===== src/dghs_pkg.sv =====
package dghs_pkg;

    localparam int MAX_PENDING = 16;
    localparam int SAMPLE_BITS = 16;

    localparam int SAMPLE_W = 16;
    localparam int PEND_W   = $clog2(MAX_PENDING + 1);

    localparam logic [SAMPLE_W-1:0] SAMPLE_MASK =
        (SAMPLE_BITS >= SAMPLE_W) ? {SAMPLE_W{1'b1}}
                                  : SAMPLE_W'((32'd1 << SAMPLE_BITS) - 32'd1);

    localparam logic [SAMPLE_W-1:0] THRESHOLD_RESET = 16'hFFFF;

    localparam logic [1:0] ST_NONE     = 2'd0;
    localparam logic [1:0] ST_DETECTED = 2'd1;
    localparam logic [1:0] ST_FINISHED = 2'd2;
    localparam logic [1:0] ST_PILEUP   = 2'd3;

    typedef struct packed {
        logic                first_sample;
        logic [SAMPLE_W-1:0] high_sample;
        logic [1:0]          high_status;
        logic [1:0]          low_status;
    } pair_t;

    typedef struct packed {
        logic       from_low_gain;
        logic [7:0] hit_number;
        logic       last;
    } hit_t;

    typedef struct packed {
        logic              high_active;
        logic              low_active;
        logic              overflow_seen;
        logic [7:0]        high_hit_count;
        logic [7:0]        low_hit_count;
        logic [7:0]        pending_start;
        logic [PEND_W-1:0] pending_count;
    } state_t;

    // one run of hits: base, then base+1 ... saturating, left more after the first
    typedef struct packed {
        logic              emit;
        logic              from_low;
        logic [7:0]        base;
        logic [PEND_W-1:0] left;
    } burst_t;

    function automatic logic [7:0] sat8(input logic [7:0] a, input logic [1:0] b);
        logic [8:0] s;
        s = {1'b0, a} + 9'(b);
        return s[8] ? 8'hFF : s[7:0];
    endfunction

endpackage


===== src/dual_gain_hit_selector.sv =====
// channel  dir  handshake              payload
// pair     in   pair_valid/pair_ready  pair   (dghs_pkg::pair_t)
// hit      out  hit_valid/hit_ready    hit    (dghs_pkg::hit_t)
// cfg      in   cfg_valid/cfg_ready    cfg_data (overflow threshold)
//
// A pair is registered, then resolved against the kept state combinationally.
// Pairs that give no hit pass at one per cycle, those with one hit do so while
// hit_ready holds; a run of n hits (a pileup pair or a low-gain flush) keeps
// the next hit-producing pair waiting until the single hit register that walks
// the run has given its last hit. A pair goes via the input register to the
// hit register. rst_n (asynchronous) clears the state, empties both stages and
// sets the threshold to maximum. A stalled hit stalls a hit-giving input pair.
module dual_gain_hit_selector (
    input  logic                                clk,
    input  logic                                rst_n,
    input  logic                                pair_valid,
    output logic                                pair_ready,
    input  dghs_pkg::pair_t                     pair,
    output logic                                hit_valid,
    input  logic                                hit_ready,
    output dghs_pkg::hit_t                      hit,
    input  logic                                cfg_valid,
    output logic                                cfg_ready,
    input  logic [dghs_pkg::SAMPLE_W-1:0]       cfg_data
);
    import dghs_pkg::*;

    logic [SAMPLE_W-1:0] threshold_reg;
    logic                in_valid_reg;
    pair_t               in_reg;
    state_t              state_reg;
    state_t              state_next;
    burst_t              burst;

    logic                run_valid_reg;
    logic                run_low_reg;
    logic [7:0]          run_num_reg;
    logic [PEND_W-1:0]   run_left_reg;

    logic                hit_done;
    logic                run_free;
    logic                advance;

    dghs_update u_update (
        .pair_in    (in_reg),
        .state_cur  (state_reg),
        .threshold  (threshold_reg),
        .state_next (state_next),
        .burst      (burst)
    );

    assign cfg_ready  = 1'b1;
    assign hit_done   = run_valid_reg && hit_ready;
    assign run_free   = !run_valid_reg || (hit_done && (run_left_reg == '0));
    assign advance    = in_valid_reg && (!burst.emit || run_free);
    assign pair_ready = !in_valid_reg || advance;

    assign hit_valid          = run_valid_reg;
    assign hit.from_low_gain  = run_low_reg;
    assign hit.hit_number     = run_num_reg;
    assign hit.last           = (run_left_reg == '0);

    always_ff @(posedge clk or negedge rst_n)
    begin
        if (!rst_n)
            threshold_reg <= THRESHOLD_RESET;
        else if (cfg_valid && cfg_ready)
            threshold_reg <= cfg_data;
    end

    always_ff @(posedge clk or negedge rst_n)
    begin
        if (!rst_n)
        begin
            in_valid_reg  <= 1'b0;
            state_reg     <= '0;
            run_valid_reg <= 1'b0;
            run_left_reg  <= '0;
        end
        else
        begin
            if (pair_ready)
                in_valid_reg <= pair_valid;
            if (advance)
                state_reg <= state_next;

            if (advance && burst.emit)
            begin
                run_valid_reg <= 1'b1;
                run_left_reg  <= burst.left;
            end
            else if (hit_done)
            begin
                if (run_left_reg == '0)
                    run_valid_reg <= 1'b0;
                else
                    run_left_reg <= run_left_reg - PEND_W'(1);
            end
        end
    end

    always_ff @(posedge clk)
    begin
        if (pair_valid && pair_ready)
            in_reg <= pair;

        if (advance && burst.emit)
        begin
            run_low_reg <= burst.from_low;
            run_num_reg <= burst.base;
        end
        else if (hit_done && (run_left_reg != '0))
        begin
            run_num_reg <= sat8(run_num_reg, 2'd1);
        end
    end

endmodule


===== src/dghs_update.sv =====
module dghs_update (
    input  dghs_pkg::pair_t                 pair_in,
    input  dghs_pkg::state_t                state_cur,
    input  logic [dghs_pkg::SAMPLE_W-1:0]   threshold,
    output dghs_pkg::state_t                state_next,
    output dghs_pkg::burst_t                burst
);
    import dghs_pkg::*;

    logic [SAMPLE_W-1:0] sample_m;

    assign sample_m = pair_in.high_sample & SAMPLE_MASK;

    function automatic state_t pend_add(input state_t st, input logic [7:0] v);
        state_t r;
        r = st;
        if (st.pending_count == '0)
        begin
            r.pending_start = v;
            r.pending_count = PEND_W'(1);
        end
        else if ((10'(v) == 10'(st.pending_start) + 10'(st.pending_count)) &&
                 (st.pending_count < PEND_W'(MAX_PENDING)))
        begin
            r.pending_count = st.pending_count + PEND_W'(1);
        end
        return r;
    endfunction

    always_comb
    begin
        state_t s;
        s     = pair_in.first_sample ? '0 : state_cur;
        burst = '0;

        case (pair_in.high_status)
            ST_FINISHED:
            begin
                s.high_active = 1'b0;
                if (!s.overflow_seen)
                begin
                    burst.emit = 1'b1;
                    burst.base = s.high_hit_count;
                end
                s.high_hit_count = sat8(s.high_hit_count, 2'd1);
            end
            ST_PILEUP:
            begin
                s.high_active = 1'b0;
                if (!s.overflow_seen)
                begin
                    burst.emit = 1'b1;
                    burst.base = s.high_hit_count;
                    burst.left = PEND_W'(1);
                end
                s.high_hit_count = sat8(s.high_hit_count, 2'd2);
            end
            ST_DETECTED: s.high_active = 1'b1;
            ST_NONE:     ;
            default:     ;
        endcase

        if (s.high_active && (sample_m > threshold))
            s.overflow_seen = 1'b1;

        case (pair_in.low_status)
            ST_FINISHED:
            begin
                s = pend_add(s, s.low_hit_count);
                s.low_hit_count = sat8(s.low_hit_count, 2'd1);
                s.low_active = 1'b0;
            end
            ST_PILEUP:
            begin
                s = pend_add(s, s.low_hit_count);
                s = pend_add(s, sat8(s.low_hit_count, 2'd1));
                s.low_hit_count = sat8(s.low_hit_count, 2'd2);
                s.low_active = 1'b0;
            end
            ST_DETECTED: s.low_active = 1'b1;
            ST_NONE:     ;
            default:     ;
        endcase

        if (!s.high_active && !s.low_active)
        begin
            if (s.overflow_seen && (s.pending_count != '0))
            begin
                burst.emit     = 1'b1;
                burst.from_low = 1'b1;
                burst.base     = s.pending_start;
                burst.left     = s.pending_count - PEND_W'(1);
            end
            s.pending_count = '0;
            s.pending_start = '0;
            s.overflow_seen = 1'b0;
        end

        state_next = s;
    end

endmodule


===== config.mk =====
export PLATFORM = sky130hd
export DESIGN_NAME = dual_gain_hit_selector
export DESIGN_NICKNAME = d
export VERILOG_FILES = /design/src/dghs_pkg.sv /design/src/dual_gain_hit_selector.sv /design/src/dghs_update.sv
export SDC_FILE = /design/constraint.sdc
export NUM_CORES = 1
export LEC_CHECK = 0
export ABC_CLOCK_PERIOD_IN_PS = 10150
export BUFFER_PORTS_ARGS = -buffer_cell sky130_fd_sc_hd__buf_4
export CORE_MARGIN = 1
export CORE_UTILIZATION = 55
export DETAILED_ROUTE_END_ITERATION = 16
export PLACE_DENSITY = 0.83
export RECOVER_POWER = 50
export SLEW_MARGIN = 15
export SYNTH_ARGS = -nofsm -noshare
export SYNTH_HDL_FRONTEND = slang
export SYNTH_SLANG_ARGS = --single-unit

===== constraint.sdc =====
create_clock -name clk -period 10.15 [get_ports clk]
set_input_delay 0.5075 -clock clk [delete_from_list [all_inputs] [get_ports clk]]
set_output_delay 0.5075 -clock clk [all_outputs]
set_load 0.02 [all_outputs]

==> impl_metrics.csv, run 1 <==
group,metric,value,unit
logic_synthesis,synth_enable_flop_cells,30,
route,via_count,6226,
clock_network,post_cts_hold_buffer_count,0,
global_routing,antenna_found_initial,0,
route,post_drt_wl_per_cell,17.2,um
clock_network,post_cts_buffers,0,
min_path,timing.hold.worst_path_depth,1,
outcome,outcome,"complete, but fails checks",
worst_setup_path,critPathLaunchType,"flip-flop",
clock_network,cts.repair.resized,0,
logic_synthesis,syn_nets,887,
sta,slew_headroom,-1.02,
logic_synthesis,dominantRegCellSynth,"dfrtp_1",
floorplan,placeableCoreArea,12000,um^2
floorplan,chipHeight,113,um
route,drt-total-wl,16.9,mm
route,first_iter_violations,612,
global_routing,global_route_wire_length_before_repair,28.2,mm
sta,slew_viol_final,56,
sta,finalClockSkew,10.5,ps
sta,tightest_slew,3030,ps
floorplan,placementRows,40,
floorplan,dieWidth,113,um
sta,timing.final.setup_violations,0,
flow_run,timing.max_cap.violations,1,
global_routing,pin_count_of_the_biggest_net_entering_global_routing,56,
worst_setup_path,r2r_slack,1670,ps
route,routed_antenna_nets,0,
worst_setup_path,worst_path_max_delay_cell,"edfxtp_1",
clock_network,tritoncts,"done",
route,detail_route.vias_per_cell,6.35,
logic_synthesis,synth.lib_cells_used.distinct,87,
clock_network,clk_transition_reported_paths,60,ps
layout,area_delta_synth_final,10.5,%
worst_setup_path,timing.critical_path.to_type,"primary output",
layout,nets,911,
logic_synthesis,syn_area,6770,um^2
clock_network,numClockSinks,85,
sta,hold-worst-slack,359,ps
layout,antenna_cells_inserted,0,
pwr,power_leakage,3.19,nW
route,detail_route.drc_violations,0,
layout,post_route_cells_drive_above_1_share,0.147,
worst_setup_path,worst_ep_required_time,9640,ps
worst_setup_path,crit_path_frequent_cell,"nand2_1",
logic_synthesis,ys_seq_elements,85,
global_routing,vias_in_the_first_global_route,5698,
global_routing,grt.overflow.total,0,
worst_setup_path,arrival,8130,ps
logic_synthesis,seq_area_frac_synth,0.339,
clock_network,h-tree-depth,3,
layout,max_ffs_per_register,32,
logic_synthesis,synth_area_per_cell,8.41,um^2
worst_setup_path,critical_path.max_stage_delay,910,ps
clock_network,max-clock-path-buffers,2,
logic_synthesis,synthesis.yosys.warnings,0,
worst_setup_path,worstSetupPathType,"flip-flop to primary output",
place,gpl.final_weighted_congestion,0.944,
outcome,violated_checks,"capacitance limit, slew limit",
route,drt-pass1-iter-count,6,
worst_setup_path,worst_r2r_startpoint,"in_reg[20]",
global_routing,grtUsageTotal,0.277,
min_path,min-delay-start,"pair[10]",
sta,totalNegativeSetupSlack,0,ps
worst_setup_path,r2r_end,"run_num_reg[0]",
pwr,vdd_ir_drop_max,91.3,uV
clock_network,cts_buffers,9,
floorplan,initial_core_util,0.564,
min_path,min-delay-path-class,"input pin to flip-flop",
floorplan,num_io_pins,55,
clock_network,insertion_delay,350,ps
worst_setup_path,reg2regPathDepth,26,
place,dpl-instance-area,7190,um^2
worst_setup_path,path_max_fanout,26,
sta,final_min_period,8630,ps
place,io_port_bufs,53,
layout,design_area,7490,um^2
logic_synthesis,synth-async-reset-ratio,0.647,
clock_network,cts-root-buf,"clkbuf_16",
sta,rsz_0062_raised_after_global_routing,"no",
pwr,power.density_cell_area,218,nW/um^2
sta,hold_viol_final,0,
min_path,min_to,"in_reg[10]",
floorplan,die-area,12800,um^2
place,placed_wire_length_estimate_after_detailed_placement,12.3,mm
sta,peak_freq,116,MHz
logic_synthesis,synthesis.instances,805,
sta,fin_crit_sh,0.851,
## where the power goes
| part | switching, mW | internal [mW] |
|---|---|---|
| combinational | 0.451 | 0.301 |
| clock | 0.137 | 0.190 |
| sequential | 0.0928 | 0.458 |
## worst max-delay path by stage
stage,start,end,cells past startpoint
floorplan,in_reg[20],in_reg[0],31
CTS,in_reg[20],in_reg[17],26
finish,in_reg[20],pair_ready,29
global route,in_reg[20],pair_ready,28
detailed placement,in_reg[20],in_reg[11],26
global placement,in_reg[20],in_reg[10],26
## cells in the final DEF, fill, tap and decap left out, types with 5 or more instances in the layout
cell type  count
a21o_1         5
a21oi_1       44
a31oi_1       10
and2_1         6
and3_1         9
buf_4         38
clkbuf_16      9
clkbuf_4      21
dfrtp_1       39
dfstp_2       16
edfxtp_1      30
ha_1          38
inv_1         49
mux2_2        14
mux2i_1       11
nand2_1       90
nand2b_1      15
nand3_1       22
nand4_1        8
nor2_1        54
nor2b_1       22
nor3_1        17
nor4_1         6
o21ai_0       87
o22ai_1       10
o31ai_1       16
xnor2_1       17
xor2_1        10
## logic make-up after synthesis
group | synth area share
compound gates | 0.231
xor+xnor | 0.0382
fa+ha+maj | 0.0761
buf+inv | 0.0615
flops | 0.339
mux | 0.0395
other cells | 0.000554
simple gates | 0.213
## Yosys cell counts, types with 8 or more instances
| cell type | count | area [um^2] |
|---|---|---|
| a21oi_1 | 45 | 225 |
| a31oi_1 | 10 | 62.6 |
| and3_1 | 9 | 56.3 |
| buf_2 | 12 | 60.1 |
| clkbuf_1 | 27 | 101 |
| dfrtp_1 | 39 | 976 |
| dfstp_2 | 16 | 420 |
| edfxtp_1 | 30 | 901 |
| ha_1 | 38 | 475 |
| inv_1 | 49 | 184 |
| mux2_2 | 14 | 158 |
| mux2i_1 | 11 | 110 |
| nand2_1 | 90 | 338 |
| nand2b_1 | 15 | 93.8 |
| nand3_1 | 22 | 110 |
| nand4_1 | 8 | 50.1 |
| nor2_1 | 54 | 203 |
| nor2b_1 | 22 | 138 |
| nor3_1 | 17 | 85.1 |
| o21ai_0 | 87 | 435 |
| o22ai_1 | 10 | 62.6 |
| o31ai_1 | 16 | 120 |
| xnor2_1 | 17 | 149 |
| xor2_1 | 10 | 87.6 |
## through the flow
step,total power [mW],setup WS (ps),util,instances
2_1_floorplan,1.10,2400,-,805
3_3_place_gp,1.27,1860,0.599,965
3_5_place_dp,1.29,1610,0.599,965
4_1_cts,1.62,1580,0.623,981
5_1_grt,1.74,904,0.623,981
6_report,1.63,1520,0.623,981
## layer usage
metal / GRT usage / wire length (um) / up-vias
li1: - / - / 2963
met1: 0.393 / 7500 / 2922
met2: 0.422 / 7610 / 298
met3: 0.0514 / 1370 / 43
met4: 0.105 / 413 / 0
met5: 0 / 0 / -
## cell type report
cell class,count,area [um^2]
Clock inverter,6,63.8
Timing Repair Buffer,61,450
Inverter,51,191
Multi-Input combinational cell,621,4070
Sequential cell,85,2300
Clock buffer,10,229
Tap cell,147,184
Fill cell,1010,4530
## worst max-delay path, delay by kind of cell (launching register included)
kind | cells | cell delay (ps)
AND/OR/NAND/NOR | 12 | 2960
AO/OA/AOI/OAI | 7 | 1190
buffers and inverters | 5 | 1150
adder cells (fa/ha/maj) | 3 | 1110
flip-flops | 1 | 910
multiplexers | 1 | 250
XOR/XNOR | 1 | 200
(Power assumes the default switching activity.)
==> run 2, diff against run 1 <==
--- a/config.mk
+++ b/config.mk
@@ -6,7 +6,7 @@
 export NUM_CORES = 1
 export LEC_CHECK = 0
 export ABC_CLOCK_PERIOD_IN_PS = 10150
-export BUFFER_PORTS_ARGS = -buffer_cell sky130_fd_sc_hd__buf_4
+export BUFFER_PORTS_ARGS = -buffer_cell sky130_fd_sc_hd__buf_2
 export CORE_MARGIN = 1
 export CORE_UTILIZATION = 55
 export DETAILED_ROUTE_END_ITERATION = 16
==> run 2 against run 1 <==
Combinational power down 2%. Wire length shrank 0.72%. Sequential share of layout area up 0.34 points. Largest cell class unchanged. Sequential power is essentially flat. Maximum frequency down 0.35%. The run still ends with capacitance limit, slew limit left. Die area did not move. Via count fell by 1.2%. Global-route usage fell by 0.15 points. Cell count decreased by 0.10%. Critical path depth shrank 2.
==> impl_metrics.csv, run 2 (same netlist as run 1, synthesis figures left out) <==
group,metric,value,unit
outcome,outcome,"complete, but fails checks",
outcome,violated_checks,"capacitance limit, slew limit",
layout,antenna_cells_inserted,0,
worst_setup_path,worstSetupPathType,"flip-flop to primary output",
min_path,min-delay-path-class,"input pin to flip-flop",
layout,most-common-layout-cells,"90 x nand2_1, 87 x o21ai_0, 54 x nor2_1",
sta,final_min_period,8660,ps
pwr,power,1.67,mW
floorplan,initial_core_util,0.564,
clock_network,max-clock-path-buffers,2,
worst_setup_path,worst_r2r_startpoint,"in_reg[20]",
sta,peak_freq,115,MHz
route,detail_route.vias_per_cell,6.28,
layout,layout.cells.most_common,"nand2_1",
worst_setup_path,timing.critical_path.to_type,"primary output",
sta,slew_headroom,-0.994,
min_path,timing.hold.worst_path_depth,1,
sta,tightest_slew,2990,ps
clock_network,h-tree-depth,3,
sta,fin_crit_sh,0.854,
floorplan,die-area,12800,um^2
pwr,power.density_cell_area,226,nW/um^2
clock_network,cts.repair.resized,0,
worst_setup_path,critical_path.n_buffers_inverters,5,
route,first_iter_violations,601,
layout,post_route_cells_drive_above_1_share,0.148,
clock_network,cts-root-buf,"clkbuf_16",
clock_network,insertion_delay,350,ps
sta,totalNegativeSetupSlack,0,ps
sta,timing.final.setup_violations,0,
worst_setup_path,critPathLaunchType,"flip-flop",
global_routing,antenna_found_initial,0,
route,via_count,6150,
layout,area_delta_synth_final,9.31,%
pwr,vdd_ir_drop_max,143,uV
worst_setup_path,path_max_fanout,31,
min_path,min-delay-start,"pair[11]",
global_routing,grt.overflow.total,0,
route,routed_antenna_nets,0,
sta,rsz_0062_raised_after_global_routing,"no",
floorplan,dieWidth,113,um
floorplan,num_io_pins,55,
route,drt-total-wl,16.8,mm
place,place_ws,1500,ps
clock_network,tritoncts,"done",
sta,finalClockSkew,6.65,ps
clock_network,post_cts_hold_buffer_count,0,
flow_run,timing.max_cap.violations,1,
place,io_port_bufs,53,
sta,hold-worst-slack,326,ps
sta,postLayoutSetupSlackWorst,1490,ps
route,post_drt_wl_per_cell,17.1,um
min_path,min_to,"in_reg[11]",
place,placed_wire_length_estimate_after_detailed_placement,12.1,mm
worst_setup_path,arrival,8160,ps
global_routing,vias_in_the_first_global_route,5748,
worst_setup_path,worst_ep_required_time,9640,ps
worst_setup_path,critical_path.max_stage_delay,960,ps
worst_setup_path,worst_path_max_delay_cell,"edfxtp_1",
clock_network,cts_buffers,9,
global_routing,global_route_wire_length_before_repair,27.8,mm
place,dpl-instance-area,7050,um^2
floorplan,chipHeight,113,um
sta,hold_viol_final,0,
worst_setup_path,r2r_end,"run_num_reg[0]",
layout,nets,910,
worst_setup_path,reg2regPathDepth,26,
layout,max_ffs_per_register,32,
worst_setup_path,r2r_slack,1670,ps
clock_network,numClockSinks,85,
floorplan,placementRows,40,
global_routing,grtUsageTotal,0.276,
sta,slew_viol_final,56,
route,detail_route.drc_violations,0,
pwr,power_leakage,3.17,nW
worst_setup_path,critPathTopFamily,"simple AND/OR/NAND/NOR gates",
layout,fillCellCount,1017,
route,drt-pass1-iter-count,5,
clock_network,clk_transition_reported_paths,60,ps
layout,design_area,7400,um^2
global_routing,pin_count_of_the_biggest_net_entering_global_routing,56,
clock_network,post_cts_buffers,0,
place,gpl.final_weighted_congestion,0.929,
floorplan,placeableCoreArea,12000,um^2
-- run 2: cell count changes in the layout (fill, tap and decap cells not counted), sizes merged --
cell    before  now
inv         51   52
clkinv       3    1
bufinv       1    3
buf         38   58
clkbuf      33   11
-- run 2: worst max path at each step --
stage / to / start / cells after the start / slack, ps
floorplan: in_reg[0] / in_reg[20] / 31 / 2400
global placement: in_reg[12] / in_reg[20] / 26 / 1780
detailed placement: in_reg[13] / in_reg[20] / 26 / 1500
CTS: in_reg[0] / in_reg[20] / 27 / 1510
global route: pair_ready / in_reg[20] / 28 / 700
finish: pair_ready / in_reg[20] / 27 / 1490
-- run 2: layout make-up --
| cell class | instances | area (um^2) | area share |
|---|---|---|---|
| Sequential cell | 85 | 2300 | 0.310 |
| Timing Repair Buffer | 60 | 313 | 0.0423 |
| Tap cell | 147 | 184 | 0.0248 |
| Inverter | 51 | 191 | 0.0259 |
| Multi-Input combinational cell | 621 | 4070 | 0.550 |
| Clock buffer | 9 | 225 | 0.0304 |
| Clock inverter | 7 | 123 | 0.0166 |
-- run 2: routing by layer --
| layer | part of all wire | track usage | vias up | routed length (um) |
|---|---|---|---|---|
| met1 | 0.44 | 0.371 | 2845 | 7410 |
| li1 | - | - | 2976 | - |
| met3 | 0.077 | 0.0520 | 44 | 1300 |
| met5 | 0 | 0 | - | 0 |
| met2 | 0.45 | 0.427 | 285 | 7530 |
| met4 | 0.032 | 0.137 | 0 | 531 |
-- run 2: power breakdown --
part           total [mW]  switching (mW)  internal, mW
combinational       0.733           0.447         0.286
clock               0.385           0.143         0.242
sequential          0.552          0.0939         0.458
-- run 2: per-stage QoR --
stage | utilization | cells
6_report | 0.616 | 980
5_1_grt | 0.616 | 980
4_1_cts | 0.616 | 980
3_5_place_dp | 0.587 | 964
3_3_place_gp | 0.587 | 964
2_1_floorplan | - | 805
==> run 3, diff against run 2 <==
--- a/config.mk
+++ b/config.mk
@@ -5,12 +5,12 @@
 export SDC_FILE = /design/constraint.sdc
 export NUM_CORES = 1
 export LEC_CHECK = 0
-export ABC_CLOCK_PERIOD_IN_PS = 10150
+export ABC_CLOCK_PERIOD_IN_PS = 7500
 export BUFFER_PORTS_ARGS = -buffer_cell sky130_fd_sc_hd__buf_2
 export CORE_MARGIN = 1
 export CORE_UTILIZATION = 55
 export DETAILED_ROUTE_END_ITERATION = 16
-export PLACE_DENSITY = 0.83
+export PLACE_DENSITY = 0.86
 export RECOVER_POWER = 50
 export SLEW_MARGIN = 15
 export SYNTH_ARGS = -nofsm -noshare
==> constraint.sdc (replaced) <==
create_clock -name clk -period 7.5 [get_ports clk]
set_input_delay 0.375 -clock clk [delete_from_list [all_inputs] [get_ports clk]]
set_output_delay 0.375 -clock clk [all_outputs]
set_load 0.02 [all_outputs]
==> run 3 against run 2 <==
The flow still finishes with violations (capacitance limit, slew limit). Critical endpoint unchanged. Sequential share of layout area fell by 0.74 points. Combinational power increased by 46%. Global-route usage rose by 1.6 points. Total power rose by 40%. Cell area grew 2.4%. Sequential cell count stayed put. Critical path depth up 1. Cell count is 1.5% higher.
==> impl_metrics.csv, run 3 (same netlist as run 1, synthesis figures left out) <==
group,metric,value,unit
outcome,outcome,"complete, but fails checks",
outcome,violated_checks,"capacitance limit, slew limit",
layout,nets,925,
sta,totalNegativeSetupSlack,0,ps
pwr,power,2.34,mW
route,detail_route.drc_violations,0,
global_routing,grt.overflow.total,0,
clock_network,cts-root-buf,"clkbuf_16",
min_path,min-delay-path-class,"input pin to flip-flop",
floorplan,dieWidth,113,um
sta,hold_viol_final,0,
route,drt-total-wl,18.1,mm
place,placed_wire_length_estimate_after_detailed_placement,13.1,mm
worst_setup_path,crit_path_frequent_cell,"nand2_1",
clock_network,numClockSinks,85,
layout,design_area,7580,um^2
worst_setup_path,timing.critical_path.to_type,"primary output",
sta,finalClockSkew,6.40,ps
floorplan,placementRows,40,
global_routing,pin_count_of_the_biggest_net_entering_global_routing,56,
layout,most-common-layout-cells,"90 x nand2_1, 86 x o21ai_0, 52 x nor2_1, 52 x buf_2, 49 x inv_1",
clock_network,insertion_delay,340,ps
global_routing,antenna_found_initial,0,
worst_setup_path,path_max_fanout,10,
pwr,power_leakage,3.26,nW
sta,peak_freq,140,MHz
layout,antenna_cells_inserted,0,
route,first_iter_violations,879,
worst_setup_path,critPathLaunchType,"flip-flop",
worst_setup_path,worst_ep_required_time,7120,ps
worst_setup_path,worst_path_max_delay_cell,"a2111oi_2",
route,detail_route.vias_per_cell,6.40,
floorplan,chipHeight,113,um
sta,tightest_slew,3110,ps
floorplan,num_io_pins,55,
route,routed_antenna_nets,0,
place,dpl-instance-area,7140,um^2
route,post_drt_wl_per_cell,18.2,um
worst_setup_path,critical_path.n_buffers_inverters,5,
sta,slew_headroom,-1.07,
flow_run,timing.max_cap.violations,1,
route,drt-pass1-iter-count,6,
layout,area_delta_synth_final,12.0,%
sta,fin_crit_sh,0.953,
clock_network,h-tree-depth,3,
worst_setup_path,arrival,6770,ps
global_routing,global_route_wire_length_before_repair,29.5,mm
global_routing,grtUsageTotal,0.291,
sta,timing.final.setup_violations,0,
layout,layout.cells.most_common,"nand2_1",
clock_network,max-clock-path-buffers,2,
worst_setup_path,critical_path.max_stage_delay,600,ps
sta,slew_viol_final,56,
layout,max_ffs_per_register,32,
sta,hold-worst-slack,202,ps
clock_network,cts_buffers,9,
pwr,vdd_ir_drop_max,173,uV
global_routing,vias_in_the_first_global_route,6083,
worst_setup_path,critPathTopFamily,"simple AND/OR/NAND/NOR gates",
layout,post_route_cells_drive_above_1_share,0.172,
worst_setup_path,r2r_slack,560,ps
clock_network,post_cts_hold_buffer_count,0,
floorplan,initial_core_util,0.564,
route,via_count,6366,
pwr,power.density_cell_area,308,nW/um^2
worst_setup_path,worstSetupPathType,"flip-flop to primary output",
place,gpl.final_weighted_congestion,0.976,
floorplan,placeableCoreArea,12000,um^2
clock_network,tritoncts,"done",
sta,final_min_period,7150,ps
layout,fillCellCount,1003,
floorplan,die-area,12800,um^2
clock_network,clk_transition_reported_paths,60,ps
place,io_port_bufs,53,
==> run 3: final timing paths <==
path | cells after the start | start | endpoint
setup / recovery | 28 | in_reg[20] | pair_ready
hold / removal | 1 | pair[9] | in_reg[9]
setup reg to reg | 29 | in_reg[20] | run_num_reg[0]
max in group asynchronous | 2 | rst_n | state_reg[18]
hold reg to reg | 1 | state_reg[30] | state_reg[30]
min in group asynchronous | 2 | rst_n | run_left_reg[4]
==> run 3: stage by stage <==
step	setup slack, ps	util	cells
2_1_floorplan	203	-	805
3_3_place_gp	298	0.594	975
3_5_place_dp	71.0	0.594	975
4_1_cts	129	0.625	993
5_1_grt	-33.5	0.631	995
6_report	353	0.631	995
==> run 3: layout make-up <==
type,instances,area [um^2],area share
multi-input combinational,621,4150,0.547
inverter,51,191,0.0252
clock inverter,6,111,0.0147
tap,147,184,0.0243
sequential,85,2300,0.303
clock buffer,10,229,0.0302
timing repair buffer,75,425,0.0561
==> run 3: layer usage <==
metal | wire, um | vias to the layer above | track usage | part of all wire
met1 | 7620 | 2981 | 0.385 | 0.42
met5 | 0 | - | 0 | 0
met3 | 1460 | 59 | 0.0493 | 0.081
li1 | - | 3001 | - | -
met2 | 8370 | 325 | 0.472 | 0.46
met4 | 627 | 0 | 0.130 | 0.035
==> run 3: timing repair <==
action,4_1_cts,5_1_grt
gates resized for setup,3,14
pin swaps,0,2
setup endpoints to repair,22,39
gates cloned,0,1
buffers inserted,2,1
==> run 3: where the power goes <==
group / leakage (nW) / switching [mW] / internal, mW
Sequential: 0.969 / 0.137 / 0.620
Clock: 0.165 / 0.181 / 0.326
Combinational: 2.13 / 0.644 / 0.429
Total: 3.26 / 0.961 / 1.38
